### config.mk
export PLATFORM = sky130hd
export DESIGN_NAME = csem_ram
export DESIGN_NICKNAME = d
export VERILOG_FILES = /design/src/rtl/core/csem_ram.sv
export SDC_FILE = /design/constraint.sdc
export NUM_CORES = 1
export LEC_CHECK = 0
export BUFFER_PORTS_ARGS = -buffer_cell sky130_fd_sc_hd__buf_4
export CORE_ASPECT_RATIO = 0.8
export CORE_MARGIN = 3
export CORE_UTILIZATION = 34
export CTS_CLUSTER_DIAMETER = 60
export CTS_CLUSTER_SIZE = 20
export DETAILED_ROUTE_END_ITERATION = 8
export HOLD_SLACK_MARGIN = 0.03
export PLACE_DENSITY = 0.5
export SYNTH_ARGS = -nofsm -noshare
export SYNTH_HDL_FRONTEND = slang
export SYNTH_SLANG_ARGS = --single-unit
### constraint.sdc
create_clock -name clk -period 2.4 [get_ports clk]
set_input_delay 0.36 -clock clk [delete_from_list [all_inputs] [get_ports clk]]
set_output_delay 0.36 -clock clk [all_outputs]
set_load 0.02 [all_outputs]
### src/rtl/core/csem_ram.sv
module csem_ram #(
  parameter int WIDTH = 8,
  parameter int DEPTH = 32
) (
  input  logic                     clk,
  input  logic                     wr_en,
  input  logic [$clog2(DEPTH)-1:0] wr_addr,
  input  logic [WIDTH-1:0]         wr_data,
  input  logic                     rd_en,
  input  logic [$clog2(DEPTH)-1:0] rd_addr,
  output logic [WIDTH-1:0]         rd_data
);

  logic [WIDTH-1:0] mem [DEPTH];

  always_ff @(posedge clk) begin
    if (wr_en) begin
      mem[wr_addr] <= wr_data;
    end
    if (rd_en) begin
      rd_data <= mem[rd_addr];
    end
  end

endmodule

==> impl_metrics.toml, run 1 <==
[yosys]
synth_area_leader_cell = "edfxtp_1"
ys_dominant_reg_cell = "edfxtp_1"
synth.top_cell.area_share_pct = 78.2
ys_types = 14
synth_edf_count = 264
syn_inst = 417
avgSynthCellArea_sq_um = 24.3
yosysWarnings = 0
synth.most_common_cell = "edfxtp_1"
syn_area_sq_um = 10100
ys_seq_area_share_pct = 78.2
netlist_top_cells_area = "edfxtp_1, mux4_2, nor2_1"
syn_nets = 438
async_reset_ff_share_pct = 0
ys_ff_latch = 264
ys_top_cells_by_count = "edfxtp_1, mux4_2, nor2_1, mux2_2"

[clock_tree]
cts_setup_buffers = 0
cts_buffer_depth = 3
clk_latency_ns = 0.50
h-tree-depth = 1
cts_sinks = 264
path_clk_slew_ns = 0.08
hold_buffers = 0
cts_resized = 0
cts_buffers = 18
cts_tree = "built"
root_buffer = "clkbuf_16"

[drt]
wl_met1_um = 11300
drt_wl_total_um = 23100
avgViaCountPerCell = 5.29
drt_iter0_drc = 426
dr.pass1.iters = 4
antenna_left = 0
vias = 4598
post-route-drc-count = 0
wl_met2_um = 10200
dr_wl_met3_um = 1310
avgRoutedWirePerCell_um = 26.6
dr.max_layer_used = "met4"

[global_routing]
grt_max_degree = 33
track_usage_pct = 14.7
overflow = 0
antenna_found_initial = 0
grt_pass1_vias = 4685
grt_pass1_wl_um = 33900

[die]
start_util_pct = 35.1
die-area_sq_um = 31900
num_rows = 55
die_h_um = 160
core_sq_um = 28800
ioPinCount = 29
die_w_um = 199

[power]
p_int_mw = 6.95
ir_drop_uv = 443
comb_power_share_pct = 6.3
p_clk_share_pct = 34.9
switchingPower_mw = 1.82
power.density_nw_per_um2 = 751
netSwitchingFraction_pct = 20.7
p_seq_share_pct = 58.8
p_leak_nw = 3.65

[worst_setup_path]
cp_num_buf_inv = 0
reg2reg_depth = 3
worst_path_max_delay_cell = "mux4_2"
cp-end-kind = "flop"
arrival_ns = 2.26
worstPathRequired_ns = 2.65
worstSetupStartpoint = "mem[5][5]"
r2r_setup_slack_ns = 0.39
crit_fanout = 1
crit_cells = 3
crit_top_cell = "mux4_2"
r2r-start = "mem[5][5]"
crit_end = "rd_data[5]"
crit_path_cell_trace = "mux4_2 > mux4_2 > mux2_2"
crit_family = "multiplexers"
r2r-end = "rd_data[5]"
crit_type = "flop to flop"
worstSetupStartpointType = "flop"
critPathMaxStageDelay_ns = 0.56

[cells_and_area]
layout-drive-gt1-share_pct = 37.9
final_util_pct = 40.5
final_cell_area_sq_um = 11700
antenna_cells = 0
fin_nets = 512
area_growth_pct = 15.2
fillCellCount = 2500

[sta]
final_hold_viol_count = 0
finalSetupViolations = 0
period_needed_ns = 2.01
rsz0062_at_grt = "false"
final-max-slew-violation-count = 0
period_share_pct = 83.8
worstMarginPinSlew_ns = 0.614
max_freq_mhz = 497
fin_skew_ns = 0.0153
max-slew-margin-rel_pct = 59.0

[min_path]
hold_path.startpoint = "rd_en"
hold_path.class = "primary input to flop"

[place]
placed_cell_area_sq_um = 11100
io_buffers = 28
place_hpwl_um = 14800
gp_congestion = 0.748

[outcome]
status = "completed"

[run]
max_cap_viol_count = 0
## stage by stage
step | setup slack [ns] | std cells | hold WS [ns] | power, mW | setup TNS [ns]
2_1_floorplan | 0.0983 | 417 | 0.459 | 5.55 | 0
3_3_place_gp | -0.122 | 841 | 0.724 | 5.82 | -0.536
3_5_place_dp | -0.122 | 841 | 0.720 | 5.83 | -0.544
4_1_cts | 0.367 | 869 | 0.191 | 8.91 | 0
5_1_grt | 0.362 | 869 | 0.190 | 9.11 | 0
6_report | 0.389 | 869 | 0.211 | 8.78 | 0
## metal layers
layer | vias up | GRT usage (%)
met4 | 0 | 2.14
met3 | 20 | 3.40
met2 | 110 | 21.3
li1 | 1919 | -
met1 | 2549 | 23.3
met5 | - | 0
## cell type report
cell class	count	area, sq um	area share, %
Timing Repair Buffer	74	631	5.40
Sequential cell	264	7930	67.9
Clock inverter	5	66.3	0.568
Tap cell	370	463	3.96
Multi-Input combinational cell	133	2100	18.0
Clock buffer	23	490	4.20
## power groups by stage
stage | clock [mW] | sequential [mW] | combinational (mW)
final | 3.07 | 5.16 | 0.552
after floorplan | 0 | 5.27 | 0.273
after global routing | 3.36 | 5.16 | 0.592
after detailed placement | 0 | 5.26 | 0.567
after CTS | 3.19 | 5.16 | 0.568
after global placement | 0 | 5.26 | 0.558
## cells in the final DEF (no fill, tap or decap), drive strengths merged
cell	netlist	final
nor2	33	33
buf	14	74
mux2	8	8
inv	0	2
nand3b	5	5
nand3	2	2
or3	1	1
mux4	80	80
or3b	3	3
clkinvlp	0	1
clkinv	0	1
bufinv	0	1
nand2	1	1
edfxtp	264	264
clkbuf	6	23
## cells by family after synthesis
logic type	count (synthesis)	synth area share (%)
buffers and inverters	20	1.05
flip-flops	264	78.2
multiplexers	88	18.7
AND/OR/NAND/NOR	45	2.05
## worst min-delay path by stage
stage | end | cells past startpoint | slack [ns]
after floorplan | mem[0][0] | 0 | 0.46
after global placement | rd_data[3] | 1 | 0.72
after detailed placement | rd_data[3] | 1 | 0.72
after CTS | rd_data[3] | 1 | 0.19
after global routing | rd_data[4] | 1 | 0.19
final | rd_data[4] | 1 | 0.21
## registers in the layout (all words and copies together), names as in the netlist
register  count
rd_data       8
mem         256
Note: power is estimated with default switching activity, not from simulation.
==> run 2: changes to the inputs <==
- clock period: 2.4 -> 1.7 ns (I/O delays scaled with it)
==> impl_metrics.toml, run 2 (synthesized netlist as in run 1, its figures left out) <==
[outcome]
status = "finished with violations"
violations = "negative setup slack"

[clock_tree]
cts_tree = "built"
clk_latency_ns = 0.51
cts_buffer_depth = 3
cts_setup_buffers = 0
root_buffer = "clkbuf_16"
cts_buffers = 20
h-tree-depth = 1
path_clk_slew_ns = 0.08
cts_sinks = 264

[drt]
vias = 4516
drt_iter0_drc = 392
antenna_left = 0
avgViaCountPerCell = 5.18
dr.pass1.iters = 4
post-route-drc-count = 0
drt_wl_total_um = 22300
avgRoutedWirePerCell_um = 25.6

[global_routing]
grt_pass1_vias = 4694
overflow = 0
grt_max_degree = 33
antenna_found_initial = 1
track_usage_pct = 14.3
grt_pass1_wl_um = 32900

[cells_and_area]
final_cell_mix = "edfxtp_1, mux4_2, buf_4"
fin_nets = 512
antenna_cells = 0
layout-drive-gt1-share_pct = 38.6
final_common_cell = "edfxtp_1"
reg_top3 = "mem x256, rd_data x8"
largest_register = "mem"
area_growth_pct = 16.9
area.sequential_sq_um = 7930
multi_input_area_sq_um = 2130
fillCellCount = 2486
largest_reg_flops = 256

[min_path]
hold_path.startpoint = "rd_en"
hold_path.class = "primary input to flop"
hold_depth = 1
holdPathEnd = "rd_data[4]"

[worst_setup_path]
cp-end-kind = "flop"
arrival_ns = 2.20
r2r-end = "rd_data[1]"
r2r-start = "mem[28][1]"
worstPathRequired_ns = 1.96
worst_path_max_delay_cell = "mux4_2"
crit_top_cell = "mux4_2"
crit_fanout = 1
reg2reg_depth = 3
crit_type = "flop to flop"
critPathMaxStageDelay_ns = 0.53
crit_path_cell_trace = "mux4_2 > mux4_2 > mux2_4"
worstSetupStartpointType = "flop"
r2r_setup_slack_ns = -0.25

[place]
io_buffers = 28
gp_congestion = 0.713
place_hpwl_um = 14600

[sta]
fin_skew_ns = 0.0169
final_hold_viol_count = 0
finalSetupViolations = 8
worstMarginPinSlew_ns = 0.394
final-max-slew-violation-count = 0
fin_tns_setup_ns = -1.79
period_needed_ns = 1.95
period_share_pct = 114
max_freq_mhz = 514
layout_setup_ws_ns = -0.245
rsz0062_at_grt = "true"
max-slew-margin-rel_pct = 73.7

[power]
power.density_nw_per_um2 = 1080
ir_drop_uv = 644
p_leak_nw = 3.74
p_total_mw = 12.8

[die]
die-area_sq_um = 31900
num_rows = 55
start_util_pct = 35.1
core_sq_um = 28800
ioPinCount = 29
die_w_um = 199
die_h_um = 160

[run]
max_cap_viol_count = 0
-- run 2: cell count changes in the layout (fill, tap and decap cells not counted) --
cell       change
clkinv_2       +2
mux2_4         +8
clkinv_8       +3
mux2_2         -8
buf_12         +4
buf_4          -6
clkbuf_16      +2
clkbuf_1       -2
-- run 2: layout make-up --
type                       instances  area share [%]
multi-input combinational        133            18.0
clock buffer                      23            4.50
sequential                       264            66.9
timing repair buffer              72            5.62
tap                              370            3.91
clock inverter                    10            1.06
-- run 2: per-stage QoR --
stage / utilization [%] / cells / cell area [sq um] / hold WS, ns / setup WS (ns)
final: 41.1 / 872 / 11800 / 0.0636 / -0.245
after CTS: 41.0 / 872 / 11800 / 0.0451 / -0.259
after floorplan: - / 417 / 10200 / 0.354 / -0.291
after global placement: 38.7 / 839 / 11200 / 0.569 / -0.612
after global routing: 41.1 / 872 / 11800 / 0.0452 / -0.275
after detailed placement: 38.7 / 839 / 11200 / 0.573 / -0.607
-- run 2: repair_timing --
item,4_1_cts,5_1_grt
hold buffers,0,0
setup endpoints to repair,8,8
pin swaps,0,0
gates resized for setup,3,5
-- run 2: how the worst max path moves through the flow --
stage               start         end  slack (ns)
6_report       mem[28][1]  rd_data[1]       -0.25
5_1_grt        mem[29][4]  rd_data[4]       -0.27
4_1_cts        mem[28][1]  rd_data[1]       -0.26
3_5_place_dp   rd_addr[0]  rd_data[1]       -0.61
3_3_place_gp   rd_addr[0]  rd_data[4]       -0.61
2_1_floorplan  rd_addr[0]  rd_data[0]       -0.29
-- run 2: critical path, delay by kind of cell (launching register included) --
kind   cells  cell delay (ns)
muxes      3             1.33
DFF        1             0.37
-- run 2: per-layer routing --
metal / routed length, um / GRT usage (%) / share of wire (%)
met4: 317 / 2.36 / 1.4
met1: 10500 / 23.3 / 47
met3: 1650 / 2.45 / 7.4
met2: 9900 / 20.6 / 44
met5: 0 / 0 / 0
-- run 2: power by group --
group	internal, mW	leakage, nW	switching (mW)	total (mW)
clock network	2.48	0.319	2.29	4.77
logic	0.371	1.04	0.419	0.790
registers	7.25	2.38	0.0318	7.29
total	10.1	3.74	2.74	12.8
